**src/hdl/tcse_pkg.sv**
```systemverilog
`timescale 1ns / 1ps
// ----------------------------------------------------------------------------
// Tone curve spline evaluator package
// Shared types and constants for the front end, the engine and the arithmetic
// unit.
// ----------------------------------------------------------------------------
package tcse_pkg;

  localparam int MAX_POINTS_DEF = 16;

  typedef enum logic [1:0] {
    OP_RESTORE = 2'd0,
    OP_INSERT  = 2'd1,
    OP_MOVE    = 2'd2,
    OP_EVAL    = 2'd3
  } op_t;

  localparam logic [1:0] ST_OK       = 2'd0;
  localparam logic [1:0] ST_FULL     = 2'd1;
  localparam logic [1:0] ST_BAD_MOVE = 2'd2;

  typedef struct packed {
    logic [1:0] opcode;
    logic [3:0] point_index;
    logic [7:0] point_x;
    logic [7:0] point_y;
    logic [7:0] sample_x;
  } req_t;

  typedef struct packed {
    logic [7:0] mapped_value;
    logic [3:0] placed_index;
    logic [1:0] status;
    logic [4:0] point_count;
  } rsp_t;

  // Classified command handed from the front end to the engine
  typedef struct packed {
    op_t        op;
    logic [3:0] point_index;
    logic [7:0] point_x;
    logic [7:0] point_y;
    logic [7:0] sample_x;
  } cmd_t;

  // Handshake between engine and arithmetic unit
  typedef struct packed {
    logic       done;
    logic [7:0] value;
  } arith_rsp_t;

endpackage

```
**src/hdl/tcse_front.sv**
```systemverilog
`timescale 1ns / 1ps
// ----------------------------------------------------------------------------
// Front end
// Accepts transactions, decodes the opcode and holds up to two commands for
// the engine.
// ----------------------------------------------------------------------------
module tcse_front (
  input  logic           clk,
  input  logic           rst,
  input  logic           push,
  output logic           full,
  input  tcse_pkg::req_t request,
  output logic           cmd_valid,
  output tcse_pkg::cmd_t cmd,
  input  logic           cmd_take
);
  import tcse_pkg::*;

  cmd_t       slot [2];
  logic       wp;
  logic       rp;
  logic [1:0] fill;
  logic       wr_en;
  logic       rd_en;
  cmd_t       decoded;

  assign full      = (fill == 2'd2);
  assign cmd_valid = (fill != 2'd0);
  assign cmd       = slot[rp];
  assign wr_en     = push && !full;
  assign rd_en     = cmd_take && cmd_valid;

  always_comb begin
    decoded.op          = op_t'(request.opcode);
    decoded.point_index = request.point_index;
    decoded.point_x     = request.point_x;
    decoded.point_y     = request.point_y;
    decoded.sample_x    = request.sample_x;
  end

  always_ff @(posedge clk) begin
    if (wr_en) begin
      slot[wp] <= decoded;
    end
  end

  always_ff @(posedge clk) begin
    if (rst) begin
      wp   <= 1'b0;
      rp   <= 1'b0;
      fill <= 2'd0;
    end else begin
      if (wr_en) begin
        wp <= ~wp;
      end
      if (rd_en) begin
        rp <= ~rp;
      end
      case ({wr_en, rd_en})
        2'b10:   fill <= fill + 2'd1;
        2'b01:   fill <= fill - 2'd1;
        default: fill <= fill;
      endcase
    end
  end

endmodule

```
**src/hdl/tcse_arith.sv**
```systemverilog
`timescale 1ns / 1ps
// ----------------------------------------------------------------------------
// Spline arithmetic unit
// Forms the Catmull-Rom numerator with one shared multiplier, then rounds,
// clamps and divides by the denominator one quotient bit per cycle.
// ----------------------------------------------------------------------------
module tcse_arith (
  input  logic                 clk,
  input  logic                 rst,
  input  logic                 start,
  input  logic [7:0]           p0,
  input  logic [7:0]           p1,
  input  logic [7:0]           p2,
  input  logic [7:0]           p3,
  input  logic [7:0]           xk,
  input  logic [7:0]           xi2,
  input  logic [7:0]           sx,
  output tcse_pkg::arith_rsp_t rsp
);
  import tcse_pkg::*;

  typedef enum logic [13:0] {
    A_IDLE = 14'b1 << 0,
    A_W2   = 14'b1 << 1,
    A_W3   = 14'b1 << 2,
    A_D2   = 14'b1 << 3,
    A_D3   = 14'b1 << 4,
    A_DW2  = 14'b1 << 5,
    A_D2W  = 14'b1 << 6,
    A_T1   = 14'b1 << 7,
    A_T2   = 14'b1 << 8,
    A_T3   = 14'b1 << 9,
    A_T4   = 14'b1 << 10,
    A_SUM  = 14'b1 << 11,
    A_CHK  = 14'b1 << 12,
    A_DIV  = 14'b1 << 13
  } astate_t;

  astate_t             state;
  logic [7:0]          w;
  logic [7:0]          d;
  logic [7:0]          p1r;
  logic signed [11:0]  ca;
  logic signed [11:0]  cb;
  logic signed [11:0]  cc;
  logic [15:0]         w2;
  logic [23:0]         w3;
  logic [15:0]         d2;
  logic [23:0]         d3;
  logic [23:0]         dw2;
  logic [23:0]         d2w;
  logic signed [38:0]  term;
  logic signed [39:0]  acc;
  logic [32:0]         rem;
  logic [32:0]         dv;
  logic [7:0]          quo;
  logic [2:0]          cnt;

  logic signed [25:0]  ma;
  logic signed [12:0]  mb;
  logic signed [38:0]  prod;
  logic signed [8:0]   w9;
  logic signed [8:0]   d9;
  logic signed [11:0]  e0;
  logic signed [11:0]  e1;
  logic signed [11:0]  e2;
  logic signed [11:0]  e3;
  logic signed [39:0]  lim;
  logic [7:0]          quo_next;
  logic                finish;

  assign e0 = signed'({4'b0, p0});
  assign e1 = signed'({4'b0, p1});
  assign e2 = signed'({4'b0, p2});
  assign e3 = signed'({4'b0, p3});
  assign w9 = signed'({1'b0, xi2}) - signed'({1'b0, xk});
  assign d9 = signed'({1'b0, sx}) - signed'({1'b0, xk});
  // 255 * den = 510 * w^3
  assign lim = signed'({7'b0, w3, 9'b0}) - signed'({15'b0, w3, 1'b0});
  assign quo_next = {quo[6:0], (rem >= dv)};
  // result is ready on a clamp or on the last quotient bit
  assign finish = ((state == A_CHK) && ((acc <= 40'sd0) || (acc >= lim))) ||
                  ((state == A_DIV) && (cnt == 3'd0));

  always_comb begin
    ma = '0;
    mb = '0;
    case (state)
      A_W2:    begin ma = signed'({18'b0, w});   mb = signed'({5'b0, w}); end
      A_W3:    begin ma = signed'({10'b0, w2});  mb = signed'({5'b0, w}); end
      A_D2:    begin ma = signed'({18'b0, d});   mb = signed'({5'b0, d}); end
      A_D3:    begin ma = signed'({10'b0, d2});  mb = signed'({5'b0, d}); end
      A_DW2:   begin ma = signed'({10'b0, w2});  mb = signed'({5'b0, d}); end
      A_D2W:   begin ma = signed'({10'b0, d2});  mb = signed'({5'b0, w}); end
      A_T1:    begin ma = signed'({2'b0, w3});   mb = signed'({5'b0, p1r}); end
      A_T2:    begin ma = signed'({2'b0, dw2});  mb = 13'(ca); end
      A_T3:    begin ma = signed'({2'b0, d2w});  mb = 13'(cb); end
      A_T4:    begin ma = signed'({2'b0, d3});   mb = 13'(cc); end
      default: begin ma = '0;                    mb = '0; end
    endcase
  end

  assign prod = ma * mb;

  always_ff @(posedge clk) begin
    if (rst) begin
      state    <= A_IDLE;
      rsp.done <= 1'b0;
    end else begin
      rsp.done <= finish;
      case (state)
        A_IDLE: begin
          if (start) begin
            // degenerate segment gives t = 0, overshoot gives t = 1
            if (w9 <= 9'sd0 || d9 <= 9'sd0) begin
              w <= 8'd1;
              d <= 8'd0;
            end else if (d9 >= w9) begin
              w <= 8'd1;
              d <= 8'd1;
            end else begin
              w <= w9[7:0];
              d <= d9[7:0];
            end
            p1r   <= p1;
            ca    <= e2 - e0;
            cb    <= (e0 <<< 1) - (e1 <<< 2) - e1 + (e2 <<< 2) - e3;
            cc    <= e1 + (e1 <<< 1) - e2 - (e2 <<< 1) + e3 - e0;
            state <= A_W2;
          end
        end
        A_W2:  begin w2  <= prod[15:0]; state <= A_W3;  end
        A_W3:  begin w3  <= prod[23:0]; state <= A_D2;  end
        A_D2:  begin d2  <= prod[15:0]; state <= A_D3;  end
        A_D3:  begin d3  <= prod[23:0]; state <= A_DW2; end
        A_DW2: begin dw2 <= prod[23:0]; state <= A_D2W; end
        A_D2W: begin d2w <= prod[23:0]; state <= A_T1;  end
        A_T1:  begin term <= prod; state <= A_T2; end
        A_T2: begin
          acc   <= 40'(term) <<< 1;
          term  <= prod;
          state <= A_T3;
        end
        A_T3: begin
          acc   <= acc + 40'(term);
          term  <= prod;
          state <= A_T4;
        end
        A_T4: begin
          acc   <= acc + 40'(term);
          term  <= prod;
          state <= A_SUM;
        end
        A_SUM: begin
          acc   <= acc + 40'(term);
          state <= A_CHK;
        end
        A_CHK: begin
          if (acc <= 40'sd0) begin
            rsp.value <= 8'd0;
            state     <= A_IDLE;
          end else if (acc >= lim) begin
            rsp.value <= 8'd255;
            state     <= A_IDLE;
          end else begin
            // round half up: (num + w^3) / (2 w^3)
            rem   <= acc[32:0] + {9'b0, w3};
            dv    <= {1'b0, w3, 8'b0};
            quo   <= 8'd0;
            cnt   <= 3'd7;
            state <= A_DIV;
          end
        end
        A_DIV: begin
          if (rem >= dv) begin
            rem <= rem - dv;
          end
          quo <= quo_next;
          dv  <= dv >> 1;
          cnt <= cnt - 3'd1;
          if (cnt == 3'd0) begin
            rsp.value <= quo_next;
            state     <= A_IDLE;
          end
        end
        default: state <= A_IDLE;
      endcase
    end
  end

endmodule

```
**src/hdl/tcse_engine.sv**
```systemverilog
`timescale 1ns / 1ps
// ----------------------------------------------------------------------------
// Command engine
// Owns the control point store, runs restore, insert, move and segment search, and
// holds the finished result until it is taken.
// ----------------------------------------------------------------------------
module tcse_engine #(
  parameter int MAX_POINTS = tcse_pkg::MAX_POINTS_DEF
) (
  input  logic           clk,
  input  logic           rst,
  input  logic           cmd_valid,
  input  tcse_pkg::cmd_t cmd,
  output logic           cmd_take,
  output logic           res_valid,
  output tcse_pkg::rsp_t res,
  input  logic           res_pop
);
  import tcse_pkg::*;

  localparam int AW = (MAX_POINTS > 2) ? $clog2(MAX_POINTS) : 1;
  localparam int CW = $clog2(MAX_POINTS + 1);

  typedef enum logic [16:0] {
    E_INIT0 = 17'b1 << 0,
    E_INIT1 = 17'b1 << 1,
    E_IDLE  = 17'b1 << 2,
    E_IRD   = 17'b1 << 3,
    E_ICMP  = 17'b1 << 4,
    E_SRD   = 17'b1 << 5,
    E_SWR   = 17'b1 << 6,
    E_IWR   = 17'b1 << 7,
    E_MRD1  = 17'b1 << 8,
    E_MRD2  = 17'b1 << 9,
    E_MWR   = 17'b1 << 10,
    E_ERD   = 17'b1 << 11,
    E_ECMP  = 17'b1 << 12,
    E_GATH  = 17'b1 << 13,
    E_CALC  = 17'b1 << 14,
    E_DONE  = 17'b1 << 15,
    E_WAIT  = 17'b1 << 16
  } estate_t;

  logic [7:0] x_mem [MAX_POINTS];
  logic [7:0] y_mem [MAX_POINTS];

  estate_t           state;
  logic [CW-1:0]     count;
  cmd_t              cur;
  logic              respond;
  logic [AW-1:0]     pos;
  logic [AW-1:0]     j;
  logic [AW-1:0]     k;
  logic [2:0]        g;
  logic signed [9:0] lo;
  logic [7:0]        mx;
  logic [7:0]        p0;
  logic [7:0]        p1;
  logic [7:0]        p2;
  logic [7:0]        xk;
  logic [7:0]        xi2;
  logic [7:0]        rd_x;
  logic [7:0]        rd_y;
  logic [7:0]        r_mapped;
  logic [3:0]        r_placed;
  logic [1:0]        r_status;

  logic              we;
  logic [AW-1:0]     waddr;
  logic [7:0]        wx;
  logic [7:0]        wy;
  logic [AW-1:0]     raddr;
  logic              a_start;
  arith_rsp_t        a_rsp;

  logic [CW:0]       kk;
  logic [CW:0]       nn;
  logic [AW-1:0]     i0;
  logic [AW-1:0]     i2;
  logic [AW-1:0]     i3;
  logic signed [9:0] hi;
  logic signed [9:0] bmin;
  logic signed [9:0] bmax;
  logic signed [9:0] pxs;
  logic [7:0]        clamped;

  assign cmd_take = (state == E_IDLE) && cmd_valid;

  // neighbour indices clamped to the list ends
  assign kk = (CW + 1)'(k);
  assign nn = (CW + 1)'(count);
  assign i0 = (k != '0) ? k - AW'(1) : '0;
  assign i2 = (kk + 1 < nn - 1) ? AW'(kk + 1) : AW'(nn - 1);
  assign i3 = (kk + 2 < nn - 1) ? AW'(kk + 2) : AW'(nn - 1);

  // move bounds: order the neighbour limits, then clamp
  assign hi      = signed'({2'b0, rd_x}) - 10'sd1;
  assign bmin    = (lo > hi) ? hi : lo;
  assign bmax    = (lo > hi) ? lo : hi;
  assign pxs     = signed'({2'b0, cur.point_x});
  assign clamped = (pxs < bmin) ? bmin[7:0] : ((pxs > bmax) ? bmax[7:0] : cur.point_x);

  always_comb begin
    we    = 1'b0;
    waddr = '0;
    wx    = '0;
    wy    = '0;
    raddr = '0;
    case (state)
      E_INIT0: begin we = 1'b1; waddr = '0; wx = 8'd0; wy = 8'd0; end
      E_INIT1: begin we = 1'b1; waddr = AW'(1); wx = 8'd255; wy = 8'd255; end
      E_IRD:   raddr = pos;
      E_SRD:   raddr = j - AW'(1);
      E_SWR:   begin we = 1'b1; waddr = j; wx = rd_x; wy = rd_y; end
      E_IWR:   begin we = 1'b1; waddr = pos; wx = cur.point_x; wy = cur.point_y; end
      E_IDLE:  raddr = AW'(cmd.point_index) - AW'(1);
      E_MRD1:  raddr = AW'(cur.point_index) + AW'(1);
      E_MWR: begin
        we    = 1'b1;
        waddr = AW'(cur.point_index);
        wx    = mx;
        wy    = cur.point_y;
      end
      E_ERD:   raddr = k + AW'(1);
      E_GATH: begin
        case (g)
          3'd0:    raddr = i0;
          3'd1:    raddr = k;
          3'd2:    raddr = i2;
          3'd3:    raddr = i3;
          default: raddr = '0;
        endcase
      end
      default: raddr = '0;
    endcase
  end

  always_ff @(posedge clk) begin
    if (we) begin
      x_mem[waddr] <= wx;
      y_mem[waddr] <= wy;
    end
    rd_x <= x_mem[raddr];
    rd_y <= y_mem[raddr];
  end

  assign a_start = (state == E_GATH) && (g == 3'd4);

  tcse_arith u_arith (
    .clk   (clk),
    .rst   (rst),
    .start (a_start),
    .p0    (p0),
    .p1    (p1),
    .p2    (p2),
    .p3    (rd_y),
    .xk    (xk),
    .xi2   (xi2),
    .sx    (cur.sample_x),
    .rsp   (a_rsp)
  );

  always_ff @(posedge clk) begin
    if (rst) begin
      state     <= E_INIT0;
      respond   <= 1'b0;
      count     <= CW'(2);
      res_valid <= 1'b0;
    end else begin
      // a pop while the next result is loaded is covered in E_WAIT
      if (res_pop && res_valid && (state != E_WAIT)) begin
        res_valid <= 1'b0;
      end
      case (state)
        E_INIT0: state <= E_INIT1;
        E_INIT1: begin
          count <= CW'(2);
          state <= respond ? E_DONE : E_IDLE;
        end
        E_IDLE: begin
          if (cmd_valid) begin
            cur      <= cmd;
            r_mapped <= 8'd0;
            r_placed <= 4'd0;
            pos      <= '0;
            k        <= '0;
            g        <= 3'd0;
            case (cmd.op)
              OP_RESTORE: begin
                r_status <= ST_OK;
                respond  <= 1'b1;
                state    <= E_INIT0;
              end
              OP_INSERT: begin
                if (count >= CW'(MAX_POINTS)) begin
                  r_status <= ST_FULL;
                  state    <= E_DONE;
                end else begin
                  r_status <= ST_OK;
                  state    <= E_IRD;
                end
              end
              OP_MOVE: begin
                if (8'(cmd.point_index) >= 8'(count)) begin
                  r_status <= ST_BAD_MOVE;
                  state    <= E_DONE;
                end else begin
                  r_status <= ST_OK;
                  if (cmd.point_index == 4'd0) begin
                    mx    <= 8'd0;
                    state <= E_MWR;
                  end else if (8'(cmd.point_index) == 8'(count) - 8'd1) begin
                    mx    <= 8'd255;
                    state <= E_MWR;
                  end else begin
                    state <= E_MRD1;
                  end
                end
              end
              OP_EVAL: begin
                r_status <= ST_OK;
                state    <= E_ERD;
              end
              default: state <= E_IDLE;
            endcase
          end
        end
        E_IRD: begin
          if (CW'(pos) == count) begin
            j     <= AW'(count);
            state <= E_SRD;
          end else begin
            state <= E_ICMP;
          end
        end
        E_ICMP: begin
          if (rd_x < cur.point_x) begin
            pos   <= pos + AW'(1);
            state <= E_IRD;
          end else begin
            j     <= AW'(count);
            state <= E_SRD;
          end
        end
        E_SRD: state <= (j == pos) ? E_IWR : E_SWR;
        E_SWR: begin
          j     <= j - AW'(1);
          state <= E_SRD;
        end
        E_IWR: begin
          count    <= count + CW'(1);
          r_placed <= 4'(pos);
          state    <= E_DONE;
        end
        E_MRD1: begin
          lo    <= signed'({2'b0, rd_x}) + 10'sd1;
          state <= E_MRD2;
        end
        E_MRD2: begin
          mx    <= clamped;
          state <= E_MWR;
        end
        E_MWR: begin
          r_placed <= cur.point_index;
          state    <= E_DONE;
        end
        E_ERD: begin
          if (kk + 2 >= nn) begin
            state <= E_GATH;
          end else begin
            state <= E_ECMP;
          end
        end
        E_ECMP: begin
          if (rd_x < cur.sample_x) begin
            k     <= k + AW'(1);
            state <= E_ERD;
          end else begin
            state <= E_GATH;
          end
        end
        E_GATH: begin
          // read data arrives in the cycle after its address
          case (g)
            3'd1:    p0 <= rd_y;
            3'd2:    begin p1 <= rd_y; xk  <= rd_x; end
            3'd3:    begin p2 <= rd_y; xi2 <= rd_x; end
            default: p0 <= p0;
          endcase
          g <= g + 3'd1;
          if (g == 3'd4) begin
            state <= E_CALC;
          end
        end
        E_CALC: begin
          if (a_rsp.done) begin
            r_mapped <= a_rsp.value;
            state    <= E_DONE;
          end
        end
        E_DONE: state <= E_WAIT;
        E_WAIT: begin
          if (!res_valid || res_pop) begin
            res_valid        <= 1'b1;
            res.mapped_value <= r_mapped;
            res.placed_index <= r_placed;
            res.status       <= r_status;
            res.point_count  <= 5'(count);
            state            <= E_IDLE;
          end
        end
        default: state <= E_IDLE;
      endcase
    end
  end

endmodule

```
**src/hdl/tone_curve_spline_evaluator_unit.sv**
```systemverilog
`timescale 1ns / 1ps
// ----------------------------------------------------------------------------
// Tone curve spline evaluator
// Sorted list of control points with insert, move, restore and Catmull-Rom
// evaluation of 8-bit sample levels.
// ----------------------------------------------------------------------------
// Usage:
//   Request side is a queue: drive request and push; a transaction is taken
//   on a clock edge with push high and full low. Response side is a queue:
//   the oldest response sits on response while empty is low; pop takes it.
//   Every request gives exactly one response, in order.
//   Work per request:
//     restore  rewrites the two end points
//     insert   reads x upward to find the position, shifts the points above
//              it up one slot and writes the new point; a full list is refused
//     move     clamps x between its neighbours inside the list, pins an end
//              point to x = 0 or 255, and refuses an index out of range
//     evaluate reads x per segment in the search, then 10 multiplier steps
//              and 8 divider steps (8 fewer when the value clamps to 0 or 255)
//   One item is worked at a time; the single store port and the serial
//   multiplier and divider set the pace. Two further requests queue at
//   the front while the engine works.
//   Reset (rst, synchronous) restores the identity curve: the store writes
//   its two end points before the first request is taken.
//   A stalled receiver holds one response; the engine then waits with the
//   next result and the request queue fills, raising full.
// ----------------------------------------------------------------------------
module tone_curve_spline_evaluator_unit #(
  parameter int MAX_POINTS = tcse_pkg::MAX_POINTS_DEF
) (
  input  logic           clk,
  input  logic           rst,
  input  logic           push,
  output logic           full,
  input  tcse_pkg::req_t request,
  output logic           empty,
  input  logic           pop,
  output tcse_pkg::rsp_t response
);
  import tcse_pkg::*;

  logic cmd_valid;
  cmd_t cmd;
  logic cmd_take;
  logic res_valid;

  // decode and buffer incoming transactions
  tcse_front u_front (
    .clk       (clk),
    .rst       (rst),
    .push      (push),
    .full      (full),
    .request   (request),
    .cmd_valid (cmd_valid),
    .cmd       (cmd),
    .cmd_take  (cmd_take)
  );

  // execute commands against the point store; hold the result for pop
  tcse_engine #(
    .MAX_POINTS (MAX_POINTS)
  ) u_engine (
    .clk       (clk),
    .rst       (rst),
    .cmd_valid (cmd_valid),
    .cmd       (cmd),
    .cmd_take  (cmd_take),
    .res_valid (res_valid),
    .res       (response),
    .res_pop   (pop)
  );

  assign empty = !res_valid;

endmodule
```
**config.mk**
```make
export PLATFORM = sky130hd
export DESIGN_NAME = tone_curve_spline_evaluator_unit
export DESIGN_NICKNAME = d
export VERILOG_FILES = /design/src/hdl/tcse_pkg.sv /design/src/hdl/tcse_front.sv /design/src/hdl/tcse_arith.sv /design/src/hdl/tcse_engine.sv /design/src/hdl/tone_curve_spline_evaluator_unit.sv
export SDC_FILE = /design/constraint.sdc
export NUM_CORES = 2
export LEC_CHECK = 0
export BUFFER_PORTS_ARGS = -buffer_cell sky130_fd_sc_hd__clkbuf_2
export CORE_MARGIN = 2
export CORE_UTILIZATION = 40
export CTS_BUF_LIST = sky130_fd_sc_hd__clkbuf_16
export CTS_CLUSTER_SIZE = 20
export DETAILED_ROUTE_END_ITERATION = 7
export PLACE_DENSITY = 0.62
export SLEW_MARGIN = 20
export SYNTH_ARGS = -nofsm -noshare
export SYNTH_HDL_FRONTEND = slang
export SYNTH_SLANG_ARGS = --single-unit
```
**constraint.sdc**
```tcl
create_clock -name clk -period 8.5 [get_ports clk]
set_input_delay 0.425 -clock clk [delete_from_list [all_inputs] [get_ports clk]]
set_output_delay 0.425 -clock clk [all_outputs]
set_load 0.1 [all_outputs]
```
==> impl_summary.log <==
[metrics] status: finished clean
[metrics] number of routed nets with antenna violations: 0
[metrics] number of buffers inserted by port buffering: 54
[metrics] Detailed Routing Iterations Pass 1: 6
[metrics] maximum clock frequency: 123 MHz
[metrics] Power, Total: around 10 mW
[metrics] number of enable flip-flop cells after synthesis: 795
[metrics] worst-path maximum fanout: 20
[metrics] HPWL after detailed placement: 107000 um
[metrics] synthesized instance count: 4722
[metrics] aggregate global routing overflow: 0
[metrics] share of async-settable or async-resettable flops after synthesis: 0%
[metrics] Final Core Density: around 46%
[metrics] Clk pin slew, worst setup/hold paths: 0.06 ns
[metrics] Iter 0 DRT Violations: 3270
[metrics] routed wire length per instance: 21.1 um
[metrics] layer with the highest usage: met2
[metrics] GRT met3 Usage: 3.11%
[metrics] boundary pin count: 55
[metrics] antenna diode count: 0
[metrics] Cell Pwr Density: around 160 nW/um^2
[metrics] Crit. End Element: register
[metrics] Clk Latency, worst-skew pair: 0.70 ns
[metrics] total setup violations reported at the end of the flow: 0
[metrics] crit path launch type: register
[metrics] initial antenna violation count: 3
[metrics] initial core utilization: slightly above 40%
[metrics] die area: 140000 sq um
[metrics] via density per instance: 5.50
[metrics] Rel. slew slack: 27.4%
[metrics] buffers from clock root to sink, at most: 3
[metrics] # clock sinks: 855
[metrics] prevailing post-synth register cell: sky130_fd_sc_hd__edfxtp_1
[metrics] GR Layer Usage met2: approximately a third
[metrics] HP Class: input port to register
[metrics] flop and latch count out of synthesis: 855
[metrics] area taken by flip-flops and latches: 25100 sq um
[metrics] clock network fraction of total power: about two fifths
[metrics] peak per-stage delay on the critical path: 0.54 ns
[metrics] global routing usage on met1: 27.6%
[metrics] die width: 374 um
[metrics] Reg power frac: 49.3%
[metrics] floorplan die height: 374 um
[metrics] Period minus WS final: about 8.1 ns
[metrics] Post-Route WL: 143000 um
[metrics] Clock H-tree levels: 3
[metrics] mapped cell area: 54800 sq um
[metrics] launch instance of the worst register-to-register path: u_engine.u_arith.state[0]
[metrics] Final period util: a little over nine tenths
[metrics] remaining design rule violation count: 0
[metrics] commonest cells after routing, fill and taps aside: 795 x sky130_fd_sc_hd__edfxtp_1, 498 x sky130_fd_sc_hd__inv_1, 443 x sky130_fd_sc_hd__nand2_1, 424 x sky130_fd_sc_hd__ha_1, 287 x sky130_fd_sc_hd__fa_1
[metrics] Mapped Nets: around 5500
[metrics] Switching Fraction: approximately a quarter
[metrics] Area Growth Syn to Fin: 12.8%
[metrics] Hold Startpoint: push
[metrics] standard-cell row count: 135
[metrics] largest net degree at the start of global routing: 94
[metrics] GRT Util Overall: 20.4%
[metrics] last weighted congestion value of the routability-driven placer: 0.951
[metrics] slew at the pin with the worst max-slew slack: 1.09 ns
[metrics] final count of pins violating max slew: 0
[metrics] total count of hold-check failures in the final report: 0
[metrics] routed via count: between 30000 and 40000
[metrics] classification of the worst setup path: register to register
[metrics] sequential cell area fraction in the yosys report: 45.7%
[metrics] Int Pwr: 7.43 mW
[metrics] Worst path most repeated cell: sky130_fd_sc_hd__fa_1
[metrics] static leakage: 25.4 nW
[metrics] count of unique library cells instantiated by Yosys: 82
[metrics] Worst VDD drop: 0.172 mV
[metrics] net total in the final layout: between 5000 and 6000
[metrics] first-pass GRT wire length: approximately 220000 um
[metrics] post-synthesis average cell area: 11.6 sq um
[metrics] total of warnings raised by yosys: 0
[metrics] via count of the first global-routing pass: 37200
[metrics] switching power of the nets: ~2.4 mW
[metrics] Worst Setup SP: u_engine.u_arith.state[0]
[metrics] Clock Skew: 0.0465 ns
[metrics] filler instances: between 10000 and 15000
[metrics] CORE AREA: between 100000 and 150000 sq um
[metrics] fraction of final layout cells with drive strength greater than 1: 10.8%
[metrics] clock tree from TritonCTS: built
[metrics] most frequent standard cell in the layout excluding fill and tap cells: sky130_fd_sc_hd__edfxtp_1
[metrics] combinational share of power: 10.1%
[metrics] Clock Tree Root: sky130_fd_sc_hd__clkbuf_16
[metrics] number of buffers created by CTS: 89
[metrics] critical path required time: a little under 9 ns
[metrics] CP Data Arrival Time: 8.58 ns
[metrics] area taken by multi-input logic gates: 27700 sq um
[metrics] crit path max-delay cell type: sky130_fd_sc_hd__fa_1
[metrics] number of max-cap violations: 0
## worst paths after layout
path	end	slack [ns]	cells past startpoint
max	u_engine.u_arith.term[34]	0.36	31
min	u_front.wp	0.16	4
max reg2reg	u_engine.u_arith.term[34]	0.36	31
min reg2reg	u_engine.res[14]	0.40	0
## sequential cells by signal, summed over array words and instances, names as in the netlist, 17 cells and up, named ones only
name,count
u_engine.state,17
u_engine.y_mem,128
u_engine.u_arith.d3,24
u_engine.u_arith.term,38
u_engine.u_arith.acc,40
u_engine.u_arith.rem,33
u_engine.x_mem,128
u_engine.res,19
u_engine.u_arith.w3,24
u_engine.u_arith.dv,32
u_engine.u_arith.dw2,24
u_engine.u_arith.d2w,24
u_front.slot,60
u_engine.cur,28
## critical path, delay by kind of cell (launching register included)
| kind | cells | cell delay [ns] |
|---|---|---|
| flip-flops | 1 | 0.32 |
| XOR/XNOR | 1 | 0.09 |
| AND/OR/NAND/NOR | 6 | 1.34 |
| AO/OA/AOI/OAI | 9 | 1.75 |
| adder cells (fa/ha/maj) | 7 | 3.35 |
| buffers and inverters | 8 | 0.98 |
## final cells by class
cell class	instances	share of cell area, %
Multi-Input combinational cell	3244	44.9
Sequential cell	855	40.5
Clock buffer	91	3.68
Tap cell	1781	3.60
Timing Repair Buffer	256	3.27
Inverter	477	2.90
Clock inverter	73	1.14
## per-layer routing
| metal | share of wire [%] | routed length, um |
|---|---|---|
| met1 | 43 | 62000 |
| met3 | 5.8 | 8320 |
| met2 | 48 | 68400 |
| met4 | 3.2 | 4550 |
| met5 | 0.021 | 30 |
## cells in the mapped netlist, drive strengths merged (23+ instances only)
master / count / area share [%]
a21oi: 206 / 1.9
or3: 24 / 0.28
edfxtp: 795 / 44
mux2: 29 / 0.60
a211oi: 23 / 0.31
nand3: 67 / 0.61
fa: 287 / 10
nand2: 444 / 3.0
a221oi: 27 / 0.43
nand4: 36 / 0.41
a22oi: 33 / 0.45
inv: 477 / 3.3
a221o: 33 / 0.60
mux2i: 87 / 1.6
o21a: 31 / 0.42
nand2b: 61 / 0.70
and2: 46 / 0.52
nor2b: 46 / 0.52
xor2: 97 / 1.5
mux4: 64 / 2.6
nor4: 28 / 0.32
and3: 39 / 0.44
ha: 424 / 9.7
nor2: 308 / 2.1
a21o: 123 / 1.7
o21ai: 218 / 2.0
o21bai: 31 / 0.42
xnor2: 140 / 2.2
dfxtp: 60 / 2.2
nor3: 64 / 0.58
clkbuf: 127 / 0.87
## power groups by stage
| stage | Sequential (mW) | Combinational [mW] | Clock, mW |
|---|---|---|---|
| CTS | 4.83 | 0.988 | 4.05 |
| global route | 4.84 | 1.11 | 4.22 |
| finish | 4.83 | 0.988 | 3.97 |
| detailed placement | 4.92 | 0.971 | 0 |
| floorplan | 4.85 | 0.751 | 0 |
| global placement | 4.92 | 0.952 | 0 |
## cells by family (layout without fill, tap and decap cells)
family	after synthesis	in the layout	share of synthesized area, %
mux	180	180	4.81
buf+inv	623	897	4.36
simple gates	1235	1235	10.6
fa+ha+maj	711	711	20.1
flops	855	855	45.7
compound gates	881	881	10.6
xor+xnor	237	237	3.78
## metrics by stage
stage          worst slack [ns]  TNS [ns]  std cells  hold slack (ns)  area [sq um]
6_report                  0.358         0       6777            0.155         61800
5_1_grt                -0.00555  -0.00555       6777            0.180         61800
4_1_cts                  0.0710         0       6763          0.00326         61600
3_5_place_dp             -0.275    -0.834       6570            0.406         58300
3_3_place_gp             -0.334     -1.13       6570            0.406         58300
2_1_floorplan             0.111         0       4722            0.400         54800
## repair_timing
item,CTS,global route
pin swaps,0,11
setup endpoints to repair,9,27
hold endpoints to repair,58,2
buffers inserted,0,12
gates cloned,0,0
hold buffers,29,1
gates resized for setup,5,21
No activity file was read; power rests on OpenSTA's default activity.
